### src/rtl/dbf_pkg.sv
// Shared types, register map and arithmetic helpers for the deblocking filter.
package dbf_pkg;

    localparam int PIX_W  = 8;
    localparam int LIM_W  = 10;
    localparam int CLS_W  = 2;
    localparam int ADDR_W = 5;
    localparam int DATA_W = 32;
    localparam int NUM_CLS = 4;

    // register indexes
    localparam logic [2:0] REG_EDGE_LIMIT = 3'd0;
    localparam logic [2:0] REG_STR_CLS0   = 3'd1;
    localparam logic [2:0] REG_STR_CLS1   = 3'd2;
    localparam logic [2:0] REG_STR_CLS2   = 3'd3;
    localparam logic [2:0] REG_STR_CLS3   = 3'd4;

    localparam logic [CLS_W-1:0] CLS_INTRA = 2'd3;

    typedef logic [PIX_W-1:0]        t_pix;
    typedef logic [LIM_W-1:0]        t_lim;
    typedef logic [CLS_W-1:0]        t_cls;
    typedef logic [1:0]              t_dep;
    typedef logic [13:0]             t_act;
    typedef logic signed [14:0]      t_acc;
    typedef logic signed [9:0]       t_corr;
    typedef logic signed [10:0]      t_edge;

    // Word handed from the decision stages to the inner filter stages.
    typedef struct packed {
        t_pix  p0;
        t_pix  p1;
        t_pix  p2;
        t_pix  p5;
        t_pix  p6;
        t_pix  p7;
        t_edge new_le;
        t_edge new_re;
        t_dep  dep_l;
        t_dep  dep_r;
        t_pix  str_l;
        t_pix  str_r;
    } t_edge_word;

    function automatic t_acc px(input t_pix v);
        return t_acc'({7'd0, v});
    endfunction

    function automatic t_acc mag(input t_acc v);
        return (v < 0) ? -v : v;
    endfunction

    // Divide by 16, truncating toward zero.
    function automatic t_acc div16(input t_acc v);
        t_acc a;
        a = mag(v) >>> 4;
        return (v < 0) ? -a : a;
    endfunction

    // Four-pixel activity: |4(a-d) - 12(b-c)| + |9(a+d-b-c)|
    function automatic t_act activity(input t_pix a, input t_pix b,
                                      input t_pix c, input t_pix d);
        t_acc odd;
        t_acc even;
        t_acc sum;
        odd  = 15'sd4 * (px(a) - px(d)) - 15'sd12 * (px(b) - px(c));
        even = 15'sd9 * (px(a) + px(d) - px(b) - px(c));
        sum  = mag(odd) + mag(even);
        return sum[13:0];
    endfunction

endpackage

### src/rtl/dbf_cfg.sv
// APB register file: edge limit and the four class strengths.
module dbf_cfg (
    input  logic                       i_clk,
    input  logic                       i_rst_n,
    input  logic                       psel,
    input  logic                       penable,
    input  logic                       pwrite,
    input  logic [dbf_pkg::ADDR_W-1:0] paddr,
    input  logic [dbf_pkg::DATA_W-1:0] pwdata,
    output logic [dbf_pkg::DATA_W-1:0] prdata,
    output logic                       pready,
    output dbf_pkg::t_lim              o_edge_limit,
    output dbf_pkg::t_pix              o_strength [dbf_pkg::NUM_CLS]
);
    import dbf_pkg::*;

    t_lim r_edge_limit;
    t_pix r_str [NUM_CLS];
    logic [2:0] idx;
    logic wr;

    assign idx   = paddr[ADDR_W-1:2];
    assign wr    = psel & penable & pwrite;
    assign pready = 1'b1;

    always_ff @(posedge i_clk) begin
        if (!i_rst_n) begin
            r_edge_limit <= '0;
            for (int k = 0; k < NUM_CLS; k++) r_str[k] <= '0;
        end else if (wr) begin
            case (idx)
                REG_EDGE_LIMIT: r_edge_limit <= pwdata[LIM_W-1:0];
                REG_STR_CLS0:   r_str[0] <= pwdata[PIX_W-1:0];
                REG_STR_CLS1:   r_str[1] <= pwdata[PIX_W-1:0];
                REG_STR_CLS2:   r_str[2] <= pwdata[PIX_W-1:0];
                REG_STR_CLS3:   r_str[3] <= pwdata[PIX_W-1:0];
                default: ;
            endcase
        end
    end

    always_comb begin
        case (idx)
            REG_EDGE_LIMIT: prdata = DATA_W'(r_edge_limit);
            REG_STR_CLS0:   prdata = DATA_W'(r_str[0]);
            REG_STR_CLS1:   prdata = DATA_W'(r_str[1]);
            REG_STR_CLS2:   prdata = DATA_W'(r_str[2]);
            REG_STR_CLS3:   prdata = DATA_W'(r_str[3]);
            default:        prdata = '0;
        endcase
    end

    assign o_edge_limit = r_edge_limit;
    assign o_strength   = r_str;

endmodule

### src/rtl/dbf_analyze.sv
// Stages 1-2: activity measures, filter depths and the edge pair correction.
module dbf_analyze (
    input  logic                i_clk,
    input  logic                i_rst_n,
    input  logic                i_valid,
    output logic                o_ready,
    input  dbf_pkg::t_pix       i_pix [8],
    input  dbf_pkg::t_cls       i_cls_l,
    input  dbf_pkg::t_cls       i_cls_r,
    input  dbf_pkg::t_lim       i_edge_limit,
    input  dbf_pkg::t_pix       i_strength [dbf_pkg::NUM_CLS],
    output logic                o_valid,
    input  logic                i_ready,
    output dbf_pkg::t_edge_word o_word
);
    import dbf_pkg::*;

    // stage 1 registers
    logic        r_s1_vld;
    t_pix        r_s1_p [8];
    logic        r_s1_intra;
    t_act        r_s1_act_c;
    t_act        r_s1_act_l;
    t_act        r_s1_act_r;
    logic [12:0] r_s1_smooth_l;
    logic [12:0] r_s1_smooth_r;
    t_corr       r_s1_qa;
    t_corr       r_s1_qb;
    t_pix        r_s1_str_l;
    t_pix        r_s1_str_r;

    // stage 2 registers
    logic        r_s2_vld;
    t_edge_word  r_s2;

    logic s1_ready;
    logic s2_ready;

    t_acc sm_l, sm_r, num_a, num_b, qa, qb;

    always_comb begin
        sm_l  = t_acc'(12) * mag(px(i_pix[1]) + px(i_pix[3]) - 15'sd2 * px(i_pix[2]));
        sm_r  = t_acc'(12) * mag(px(i_pix[4]) + px(i_pix[6]) - 15'sd2 * px(i_pix[5]));
        num_a = 15'sd3 * (px(i_pix[2]) - px(i_pix[5]))
              - 15'sd8 * (px(i_pix[3]) - px(i_pix[4]));
        num_b = px(i_pix[1]) + px(i_pix[2]) - 15'sd8 * (px(i_pix[3]) - px(i_pix[4]))
              - px(i_pix[5]) - px(i_pix[6]);
        qa    = div16(num_a);
        qb    = div16(num_b);
    end

    assign s2_ready = !r_s2_vld || i_ready;
    assign s1_ready = !r_s1_vld || s2_ready;
    assign o_ready  = s1_ready;

    always_ff @(posedge i_clk) begin
        if (!i_rst_n) begin
            r_s1_vld <= 1'b0;
        end else if (s1_ready) begin
            r_s1_vld <= i_valid;
        end
    end

    always_ff @(posedge i_clk) begin
        if (i_valid && s1_ready) begin
            r_s1_p        <= i_pix;
            r_s1_intra    <= (i_cls_l == CLS_INTRA) || (i_cls_r == CLS_INTRA);
            r_s1_act_c    <= activity(i_pix[2], i_pix[3], i_pix[4], i_pix[5]);
            r_s1_act_l    <= activity(i_pix[0], i_pix[1], i_pix[2], i_pix[3]);
            r_s1_act_r    <= activity(i_pix[4], i_pix[5], i_pix[6], i_pix[7]);
            r_s1_smooth_l <= sm_l[12:0];
            r_s1_smooth_r <= sm_r[12:0];
            r_s1_qa       <= qa[9:0];
            r_s1_qb       <= qb[9:0];
            r_s1_str_l    <= i_strength[i_cls_l];
            r_s1_str_r    <= i_strength[i_cls_r];
        end
    end

    // stage 2 decisions
    t_act        lim1, lim2, lim4;
    t_dep        joint, side_l, side_r, dep_l, dep_r, dep_lr;
    logic [9:0]  str_sum;
    t_edge       str_lr, corr_sel, corr;
    t_edge_word  n_s2;

    always_comb begin
        lim1 = t_act'(i_edge_limit);
        lim2 = t_act'({i_edge_limit, 1'b0});
        lim4 = t_act'({i_edge_limit, 2'b00});

        if (r_s1_act_c < lim1)      joint = 2'd3;
        else if (r_s1_act_c < lim2) joint = 2'd2;
        else if (r_s1_act_c < lim4) joint = 2'd1;
        else                        joint = {1'b0, r_s1_intra};

        side_l = 2'd1 + 2'(r_s1_smooth_l < 13'(i_edge_limit)) + 2'(r_s1_act_l < lim1);
        side_r = 2'd1 + 2'(r_s1_smooth_r < 13'(i_edge_limit)) + 2'(r_s1_act_r < lim1);

        dep_l  = (joint < side_l) ? joint : side_l;
        dep_r  = (joint < side_r) ? joint : side_r;
        dep_lr = 2'(({1'b0, dep_l} + {1'b0, dep_r}) >> 1);

        // sides are at least one each, so the sum never goes negative
        str_sum = 10'(r_s1_str_l) + 10'(r_s1_str_r) + 10'(side_l) + 10'(side_r) - 10'd2;
        str_lr  = t_edge'({2'b00, str_sum[9:1]});

        case (dep_lr)
            2'd1, 2'd2: corr_sel = t_edge'(r_s1_qa);
            2'd3:       corr_sel = t_edge'(r_s1_qb);
            default:    corr_sel = '0;
        endcase

        if (corr_sel > str_lr)       corr = str_lr;
        else if (corr_sel < -str_lr) corr = -str_lr;
        else                         corr = corr_sel;

        n_s2.p0     = r_s1_p[0];
        n_s2.p1     = r_s1_p[1];
        n_s2.p2     = r_s1_p[2];
        n_s2.p5     = r_s1_p[5];
        n_s2.p6     = r_s1_p[6];
        n_s2.p7     = r_s1_p[7];
        n_s2.new_le = t_edge'({3'b000, r_s1_p[3]}) + corr;
        n_s2.new_re = t_edge'({3'b000, r_s1_p[4]}) - corr;
        n_s2.dep_l  = dep_l;
        n_s2.dep_r  = dep_r;
        n_s2.str_l  = r_s1_str_l;
        n_s2.str_r  = r_s1_str_r;
    end

    always_ff @(posedge i_clk) begin
        if (!i_rst_n) begin
            r_s2_vld <= 1'b0;
        end else if (s2_ready) begin
            r_s2_vld <= r_s1_vld;
        end
    end

    always_ff @(posedge i_clk) begin
        if (r_s1_vld && s2_ready) begin
            r_s2 <= n_s2;
        end
    end

    assign o_valid = r_s2_vld;
    assign o_word  = r_s2;

`ifndef SYNTHESIS
    // a stalled word stays put
    a_s2_hold: assert property (@(posedge i_clk) disable iff (!i_rst_n)
        r_s2_vld && !i_ready |=> r_s2_vld && $stable(r_s2))
        else $error("stage 2 word changed under stall");

    a_s1_hold: assert property (@(posedge i_clk) disable iff (!i_rst_n)
        r_s1_vld && !s2_ready |=> r_s1_vld && $stable(r_s1_act_c))
        else $error("stage 1 word lost under stall");

    // both side depths are zero together or not at all
    a_dep_zero: assert property (@(posedge i_clk) disable iff (!i_rst_n)
        r_s2_vld |-> ((r_s2.dep_l == 2'd0) == (r_s2.dep_r == 2'd0)))
        else $error("side depths disagree on zero");
`endif

endmodule

### src/rtl/dbf_filter.sv
// Stages 3-4: inner pixel correction, clamping and output register.
module dbf_filter (
    input  logic                i_clk,
    input  logic                i_rst_n,
    input  logic                i_valid,
    output logic                o_ready,
    input  dbf_pkg::t_edge_word i_word,
    output logic                o_valid,
    input  logic                i_ready,
    output dbf_pkg::t_pix       o_left_near1,
    output dbf_pkg::t_pix       o_left_edge,
    output dbf_pkg::t_pix       o_right_edge,
    output dbf_pkg::t_pix       o_right_near1
);
    import dbf_pkg::*;

    logic  r_s3_vld;
    t_corr r_s3_corr_l;
    t_corr r_s3_corr_r;
    t_pix  r_s3_p2;
    t_pix  r_s3_p5;
    t_edge r_s3_le;
    t_edge r_s3_re;
    t_pix  r_s3_str_l;
    t_pix  r_s3_str_r;

    logic  r_s4_vld;
    t_pix  r_s4_ln;
    t_pix  r_s4_le;
    t_pix  r_s4_re;
    t_pix  r_s4_rn;

    logic s3_ready;
    logic s4_ready;

    assign s4_ready = !r_s4_vld || i_ready;
    assign s3_ready = !r_s3_vld || s4_ready;
    assign o_ready  = s3_ready;

    // stage 3: correction terms from the already corrected edge pair
    t_acc le, re, nl2, nl3, nr2, nr3, cl, cr;

    always_comb begin
        le  = t_acc'(i_word.new_le);
        re  = t_acc'(i_word.new_re);
        nl2 = 15'sd5 * (px(i_word.p1) - 15'sd2 * px(i_word.p2) + le);
        nl3 = 15'sd3 * (px(i_word.p0) + px(i_word.p1) - 15'sd4 * px(i_word.p2) + le + re);
        nr2 = 15'sd5 * (re - 15'sd2 * px(i_word.p5) + px(i_word.p6));
        nr3 = 15'sd3 * (le + re - 15'sd4 * px(i_word.p5) + px(i_word.p6) + px(i_word.p7));
        case (i_word.dep_l)
            2'd2:    cl = div16(nl2);
            2'd3:    cl = div16(nl3);
            default: cl = '0;
        endcase
        case (i_word.dep_r)
            2'd2:    cr = div16(nr2);
            2'd3:    cr = div16(nr3);
            default: cr = '0;
        endcase
    end

    always_ff @(posedge i_clk) begin
        if (!i_rst_n) begin
            r_s3_vld <= 1'b0;
        end else if (s3_ready) begin
            r_s3_vld <= i_valid;
        end
    end

    always_ff @(posedge i_clk) begin
        if (i_valid && s3_ready) begin
            r_s3_corr_l <= cl[9:0];
            r_s3_corr_r <= cr[9:0];
            r_s3_p2     <= i_word.p2;
            r_s3_p5     <= i_word.p5;
            r_s3_le     <= i_word.new_le;
            r_s3_re     <= i_word.new_re;
            r_s3_str_l  <= i_word.str_l;
            r_s3_str_r  <= i_word.str_r;
        end
    end

    // stage 4: clamp to side strength, add, saturate
    function automatic t_edge clamp_s(input t_corr v, input t_pix b);
        t_edge sv;
        t_edge sb;
        sv = t_edge'(v);
        sb = t_edge'({3'b000, b});
        if (sv > sb)  return sb;
        if (sv < -sb) return -sb;
        return sv;
    endfunction

    function automatic t_pix sat(input t_edge v);
        if (v < 0)               return '0;
        if (v > 11'sd255)        return 8'hFF;
        return v[7:0];
    endfunction

    t_edge ln, rn;

    always_comb begin
        ln = t_edge'({3'b000, r_s3_p2}) + clamp_s(r_s3_corr_l, r_s3_str_l);
        rn = t_edge'({3'b000, r_s3_p5}) + clamp_s(r_s3_corr_r, r_s3_str_r);
    end

    always_ff @(posedge i_clk) begin
        if (!i_rst_n) begin
            r_s4_vld <= 1'b0;
        end else if (s4_ready) begin
            r_s4_vld <= r_s3_vld;
        end
    end

    always_ff @(posedge i_clk) begin
        if (r_s3_vld && s4_ready) begin
            r_s4_ln <= sat(ln);
            r_s4_le <= sat(r_s3_le);
            r_s4_re <= sat(r_s3_re);
            r_s4_rn <= sat(rn);
        end
    end

    assign o_valid       = r_s4_vld;
    assign o_left_near1  = r_s4_ln;
    assign o_left_edge   = r_s4_le;
    assign o_right_edge  = r_s4_re;
    assign o_right_near1 = r_s4_rn;

endmodule

### src/rtl/block_edge_deblock_filter.sv
// Block edge deblocking filter, top level.
//
// Input channel: eight pixels across one block edge plus a strength class
// per side, on i_in_valid / o_in_ready. Output channel: the four filtered
// pixels nearest the edge, on o_out_valid / i_out_ready. A word moves when
// valid and ready are both high at a rising clock edge.
// Configuration: APB-style port, registers at byte addresses 0x00 (edge
// limit), 0x04..0x10 (strength of classes 0..3). Write them while idle.
// Pipeline: four register stages (activity, depth and edge pair, inner
// correction terms, clamp and saturate). An accepted word passes through
// them in that order to the output register; one word per cycle is taken
// and delivered in steady state while i_out_ready stays high.
// Stall: when i_out_ready is low the output word holds and the stages
// behind it fill up; o_in_ready drops only once every stage is occupied.
// Reset (i_rst_n low, synchronous): all stages empty, configuration registers cleared.
module block_edge_deblock_filter (
    input  logic                       i_clk,
    input  logic                       i_rst_n,
    input  logic                       i_in_valid,
    output logic                       o_in_ready,
    input  dbf_pkg::t_pix              i_left_far3,
    input  dbf_pkg::t_pix              i_left_far2,
    input  dbf_pkg::t_pix              i_left_near1,
    input  dbf_pkg::t_pix              i_left_edge,
    input  dbf_pkg::t_pix              i_right_edge,
    input  dbf_pkg::t_pix              i_right_near1,
    input  dbf_pkg::t_pix              i_right_far2,
    input  dbf_pkg::t_pix              i_right_far3,
    input  dbf_pkg::t_cls              i_left_class,
    input  dbf_pkg::t_cls              i_right_class,
    output logic                       o_out_valid,
    input  logic                       i_out_ready,
    output dbf_pkg::t_pix              o_out_left_near1,
    output dbf_pkg::t_pix              o_out_left_edge,
    output dbf_pkg::t_pix              o_out_right_edge,
    output dbf_pkg::t_pix              o_out_right_near1,
    input  logic                       psel,
    input  logic                       penable,
    input  logic                       pwrite,
    input  logic [dbf_pkg::ADDR_W-1:0] paddr,
    input  logic [dbf_pkg::DATA_W-1:0] pwdata,
    output logic [dbf_pkg::DATA_W-1:0] prdata,
    output logic                       pready
);
    import dbf_pkg::*;

    t_lim       edge_limit;
    t_pix       strength [NUM_CLS];
    t_pix       pix [8];
    logic       mid_valid;
    logic       mid_ready;
    t_edge_word mid_word;

    assign pix[0] = i_left_far3;
    assign pix[1] = i_left_far2;
    assign pix[2] = i_left_near1;
    assign pix[3] = i_left_edge;
    assign pix[4] = i_right_edge;
    assign pix[5] = i_right_near1;
    assign pix[6] = i_right_far2;
    assign pix[7] = i_right_far3;

    dbf_cfg u_cfg (
        .i_clk        (i_clk),
        .i_rst_n      (i_rst_n),
        .psel         (psel),
        .penable      (penable),
        .pwrite       (pwrite),
        .paddr        (paddr),
        .pwdata       (pwdata),
        .prdata       (prdata),
        .pready       (pready),
        .o_edge_limit (edge_limit),
        .o_strength   (strength)
    );

    dbf_analyze u_analyze (
        .i_clk        (i_clk),
        .i_rst_n      (i_rst_n),
        .i_valid      (i_in_valid),
        .o_ready      (o_in_ready),
        .i_pix        (pix),
        .i_cls_l      (i_left_class),
        .i_cls_r      (i_right_class),
        .i_edge_limit (edge_limit),
        .i_strength   (strength),
        .o_valid      (mid_valid),
        .i_ready      (mid_ready),
        .o_word       (mid_word)
    );

    dbf_filter u_filter (
        .i_clk         (i_clk),
        .i_rst_n       (i_rst_n),
        .i_valid       (mid_valid),
        .o_ready       (mid_ready),
        .i_word        (mid_word),
        .o_valid       (o_out_valid),
        .i_ready       (i_out_ready),
        .o_left_near1  (o_out_left_near1),
        .o_left_edge   (o_out_left_edge),
        .o_right_edge  (o_out_right_edge),
        .o_right_near1 (o_out_right_near1)
    );

endmodule
### config.mk
export PLATFORM = sky130hd
export DESIGN_NAME = block_edge_deblock_filter
export DESIGN_NICKNAME = d
export VERILOG_FILES = /design/src/rtl/dbf_pkg.sv /design/src/rtl/dbf_cfg.sv /design/src/rtl/dbf_analyze.sv /design/src/rtl/dbf_filter.sv /design/src/rtl/block_edge_deblock_filter.sv
export SDC_FILE = /design/constraint.sdc
export NUM_CORES = 2
export LEC_CHECK = 0
export BUFFER_PORTS_ARGS = -buffer_cell sky130_fd_sc_hd__buf_2
export CAP_MARGIN = 40
export CORE_MARGIN = 10
export CORE_UTILIZATION = 65
export CTS_BUF_LIST = sky130_fd_sc_hd__clkbuf_8
export CTS_CLUSTER_DIAMETER = 40
export DETAILED_ROUTE_END_ITERATION = 8
export PLACE_DENSITY = 0.8
export SYNTH_ARGS = -nofsm -noshare
export SYNTH_HDL_FRONTEND = slang
export SYNTH_HIERARCHICAL = 1
export SYNTH_SLANG_ARGS = --single-unit
### constraint.sdc
create_clock -name i_clk -period 13.8 [get_ports i_clk]
set_clock_uncertainty 0.1 [all_clocks]
set_input_delay 0 -clock i_clk [delete_from_list [all_inputs] [get_ports i_clk]]
set_output_delay 0 -clock i_clk [all_outputs]
set_load 0.01 [all_outputs]
# Yosys cells after proc, flatten, opt, wreduce, memory -nomap -nowiden
# Index checks and enable logic that the tools add are counted.
# Widths: inputs -> output; s select.
# word_totals
in_bits	112
reg_bits	407
out_inout_bits	67
mem_bits_rw	0
latch_bits	0
elab_cells	305
n_memories	0
rom_bits	0
# op_classes
muxes	87
n_mul	13
order_cmp	39
shift	0
n_div	0
n_eq_ne	13
n_bitwise	4
reduce_logical	20
add_sub_neg	78
# ops
cell	count
$lt 15x1->1 const B	14
$mux 14	12
$neg 14->14	12
$mux 8	20
$sub 15x9->15	8
$mux 11	10
$add 8x8->9	8
$mux 10	6
$neg 10->10	6
$sub 8x8->9	6
$pmux 10 s5	1
$add 15x9->15	3
$mul 5x15->15 const A	3
$gt 11x9->1 const B	4
$lt 11x1->1 const B	4
$add 14x14->14	3
$lt 14x10->1	3
$pmux 10 s2	2
$add 9x11->11	3
$bmux 8 s2	2
$add 15x11->15	2
$mul 3x15->11 const A	2
$mul 3x15->13 const A	2
$mul 3x15->15 const A	2
47 further kinds	116

# Longest topological paths before layout
# depth
word_depth	14
depth_mapped	47
ltp_nobuf	45

# By module
# Netlist, hierarchy kept.
# by_module_without_submodules
module	instances	area_per_inst_um2	cells_per_inst	seq_area_each_um2
dbf_analyze	1	28823.9	3019	7697.4
dbf_filter	1	14609.0	1660	3223.1
dbf_cfg	1	2130.8	225	840.8

# Worst setup path after synthesis
# No wires, ideal clock.
# synth_path
path_kind	register -> register
startpoint	reg u_cfg.r_edge_limit[1] (netlist: u_cfg/o_edge_limit[1])
endpoint	reg u_analyze.r_s2 (netlist bit u_analyze/o_word[40]) (data pin)
setup_time_ps	265
path_slack_ps	4832
n_path_buf	2
arrival_ps	8603
required_ps	13435
period_less_slack_ps	8968
stages_incl_launch_ff	45
path_cell_list	dfxtp_1 inv_1 ha_1 a21o_1 a21o_1 a21o_1 a21o_1 a21o_1 a21o_1 a21o_1 a21o_1 a211o_1 ha_1 inv_1 fa_1 fa_1 ha_1 and3b_1 [... 9 more ...] a21oi_1 a2111oi_1 a221o_1 maj3_1 or2_1 clkbuf_1 nor2_1 or2_2 ha_1 a21o_1 a21oi_1 o21bai_1 a21oi_1 o21bai_1 a21oi_1 nor2b_1 o21ai_0 xor2_1
# synth_lines
item	line_no	text
start, declared	dbf_cfg.sv:17	t_lim r_edge_limit;
start signal, assigned	dbf_cfg.sv:32	REG_EDGE_LIMIT: r_edge_limit <= pwdata[LIM_W-1:0];
end signal, assigned	dbf_analyze.sv:142	r_s2 <= n_s2;
end, declared	dbf_analyze.sv:34	t_edge_word r_s2;

==> flow_metrics.env <==
export IMPL_coreArea_um2=69800
export IMPL_syn_inst=4904
export IMPL_overflow=0
export IMPL_setup_tns_ns=0
export IMPL_cpLargestDelayFamily="compound AO/OA/AOI/OAI gates"
export IMPL_synth_area_leaders="edfxtp_1 24%, ha_1 20%, fa_1 6.2%"
export IMPL_via_per_inst=5.90
export IMPL_outcome="completed"
export IMPL_crit_buf_inv=4
export IMPL_slowest_delay_ns=0.61
export IMPL_nets=6149
export IMPL_vias=36300
export IMPL_yosys_area_top_type="edfxtp_1"
export IMPL_hold_ws_ns=0.0452
export IMPL_worstSetupEndpointType="register"
export IMPL_finalCriticalPeriod_ns=10.45
export IMPL_cts_tree="built"
export IMPL_layout_drive_gt1_share=0.0697
export IMPL_crit_type="register to register"
export IMPL_grtUsageTotal=0.276
export IMPL_tightest_slew_ns=0.851
export IMPL_portBuffers=131
export IMPL_ys_seq_area_frac=0.258
export IMPL_ys_ff_latch=407
export IMPL_cts_path_max_buffers=3
export IMPL_yosys_most_used_dff="edfxtp_1"
export IMPL_synth_distinct_cells=120
export IMPL_cts_htree_levels=3
export IMPL_synth_xor_area_frac=0.0978
export IMPL_maxSlewViolCount=0
export IMPL_synth_mux_area_fraction=0.0265
export IMPL_critPathRequiredTime_ns=14.07
export IMPL_max_freq_mhz=95.7
export IMPL_synth_simple_gate_area_share=0.124
export IMPL_synth_area_um2=45600
export IMPL_drv_cap=0
export IMPL_root_buffer="clkbuf_8"
export IMPL_hp_class="primary input to register"
export IMPL_die_h_um=285
export IMPL_grt_pass1_vias=35600
export IMPL_globalplace_congestion=0.920
export IMPL_async_reset_ff_frac=0
export IMPL_post_route_util=0.712
export IMPL_ant_nets=0
export IMPL_drtIter0Drc=2663
export IMPL_grt_start_max_net_pins=77
export IMPL_ys_warn_count=6
export IMPL_synth_compound_area_frac=0.165
export IMPL_drt_pre_antenna_iters=6
export IMPL_dp_hpwl_mm=91.7
export IMPL_die_x_um=285
export IMPL_hold_viol_final=0
export IMPL_dieArea_um2=81100
export IMPL_path_common_cell="a21o_1"
export IMPL_relSlewSlack=0.427
export IMPL_crit_fanout=13
export IMPL_grt_first_pass_wirelength_mm=182
export IMPL_drc_errors=0
export IMPL_min_period_over_period=0.757
export IMPL_clkTransAtPathRegs_ns=0.07
export IMPL_slowest_stage="nor2_1"
export IMPL_wire_per_inst_um=18.6
export IMPL_cts_buffers=67
export IMPL_synth_top_area_share=0.238
export IMPL_final_setup_viol_count=0
export IMPL_arrival_ns=10.73
export IMPL_cp_start_kind="register"
export IMPL_area_delta_synth_final_pct=9.03
export IMPL_synth_top_family_by_area="adder cells"
export IMPL_rsz0062_at_grt="false"
export IMPL_drt_wl_total_mm=115
export IMPL_cts_num_sinks=407
export IMPL_grt_antenna_before_repair=2
export IMPL_synth_edf_count=361
export IMPL_start_util=0.653
export IMPL_ios=179
export IMPL_clock_latency_ns=0.65
export IMPL_fp_row_count=97
export IMPL_synth_adder_area_share=0.265
export IMPL_avgSynthCellArea_um2=9.29
-- cell usage after synthesis (all sizes together) (10+ instances only) --
library cell / number
o2111ai: 14
o211ai: 25
a21o: 131
o21a: 93
inv: 647
and2: 29
nand2b: 75
mux4: 16
a211oi: 34
nor4: 28
or3: 28
buf: 39
ha: 736
nor2b: 80
fa: 142
o22ai: 19
or4: 16
mux2i: 63
xor2: 175
edfxtp: 361
o31a: 13
clkbuf: 53
nor3b: 12
xnor2: 317
a311oi: 12
a21oi: 299
and3: 25
o211a: 10
a31oi: 31
a21boi: 30
mux2: 19
o21bai: 59
nand4: 20
nor3: 105
dfxtp: 46
o31ai: 16
or2: 40
a22oi: 33
o32ai: 10
nand2: 250
nor2: 340
a211o: 13
o21ai: 222
nand3: 66
-- final cells by class --
cell class	count	area (um2)
clock buffers	72	991
multi-input cells	3778	31000
fillers	5196	20100
diodes	2	5.00
well taps	940	1180
inverters	648	2430
flip-flops and latches	407	11800
repair buffers	257	1970
clock inverters	48	339
-- per-layer routing --
layer,part of all wire,global-route usage
met3,0.059,0.0360
met4,0.052,0.142
met2,0.47,0.463
met5,0.00010,0
met1,0.42,0.345
-- flip-flops by register name, summed over array words and instances, names as in the netlist, 10 cells and up --
register / count
u_analyze/r_s1_act_r: 14
u_analyze/r_s1_smooth_l: 11
u_analyze/r_s1_act_c: 14
u_filter/r_s3_corr_r: 10
u_analyze/n_s2: 48
u_analyze/r_s1_qb: 10
u_filter/r_s3_corr_l: 10
u_analyze/r_s1_qa: 10
u_analyze/r_s1_p: 16
u_filter/r_s3_re: 11
u_analyze/r_s1_act_l: 14
u_cfg/o_strength: 32
u_analyze/o_word: 90
u_cfg/o_edge_limit: 10
u_filter/r_s3_le: 11
u_analyze/r_s1_smooth_r: 11
-- kinds of logic after synthesis --
logic type | count (synthesis)
buffers and inverters | 740
AO/OA/AOI/OAI | 1135
flip-flops | 407
adder cells (fa/ha/maj) | 879
XOR/XNOR | 497
AND/OR/NAND/NOR | 1146
other | 2
multiplexers | 98
-- stage by stage --
step | cell area (um2) | setup WS (ns) | std cells
floorplan | 45600 | 4.83 | 4925
global placement | 47100 | 3.75 | 5912
detailed placement | 47300 | 3.53 | 5925
CTS | 49700 | 3.44 | 6149
global route | 49700 | 2.79 | 6151
finish | 49700 | 3.35 | 6152
-- final timing paths --
check	startpoint	to	slack, ns	depth (start not counted)
hold reg to reg	u_analyze/n_s2[86]$_DFFE_PP_	u_analyze/o_word[86]$_DFFE_PP_	0.29	0
hold / removal	i_right_far2[3]	u_analyze/n_s2[53]$_DFFE_PP_	0.05	2
setup reg to reg	u_cfg/o_edge_limit[1]$_SDFFE_PN0P_	u_analyze/o_word[40]$_DFFE_PP_	3.35	43
setup / recovery	u_cfg/o_edge_limit[1]$_SDFFE_PN0P_	u_analyze/o_word[40]$_DFFE_PP_	3.35	43
-- layout by cell type (no fill, tap or decap), drive strengths merged, types with 17 or more instances in the layout --
| cell | instances |
|---|---|
| a211oi | 34 |
| a21boi | 30 |
| a21o | 131 |
| a21oi | 299 |
| a22oi | 33 |
| a31oi | 31 |
| and2 | 29 |
| and3 | 25 |
| buf | 152 |
| clkbuf | 72 |
| clkinv | 17 |
| conb | 23 |
| dfxtp | 46 |
| dlygate4sd3 | 104 |
| edfxtp | 361 |
| fa | 142 |
| ha | 736 |
| inv | 670 |
| mux2 | 19 |
| mux2i | 63 |
| nand2 | 250 |
| nand2b | 75 |
| nand3 | 66 |
| nand4 | 20 |
| nor2 | 340 |
| nor2b | 80 |
| nor3 | 105 |
| nor4 | 28 |
| o211ai | 25 |
| o21a | 93 |
| o21ai | 222 |
| o21bai | 59 |
| o22ai | 19 |
| or2 | 40 |
| or3 | 28 |
| xnor2 | 317 |
| xor2 | 175 |
-- timing repair --
| action | 4_1_cts | 5_1_grt |
|---|---|---|
| setup buffers | 0 | 0 |
| hold buffers | 104 | 0 |
| endpoints found under the hold margin | 186 | 0 |
| gates resized for setup | 0 | 0 |
Power is not shown: default switching activity piles up to over one toggle a cycle in this logic, so the estimate is an artifact.
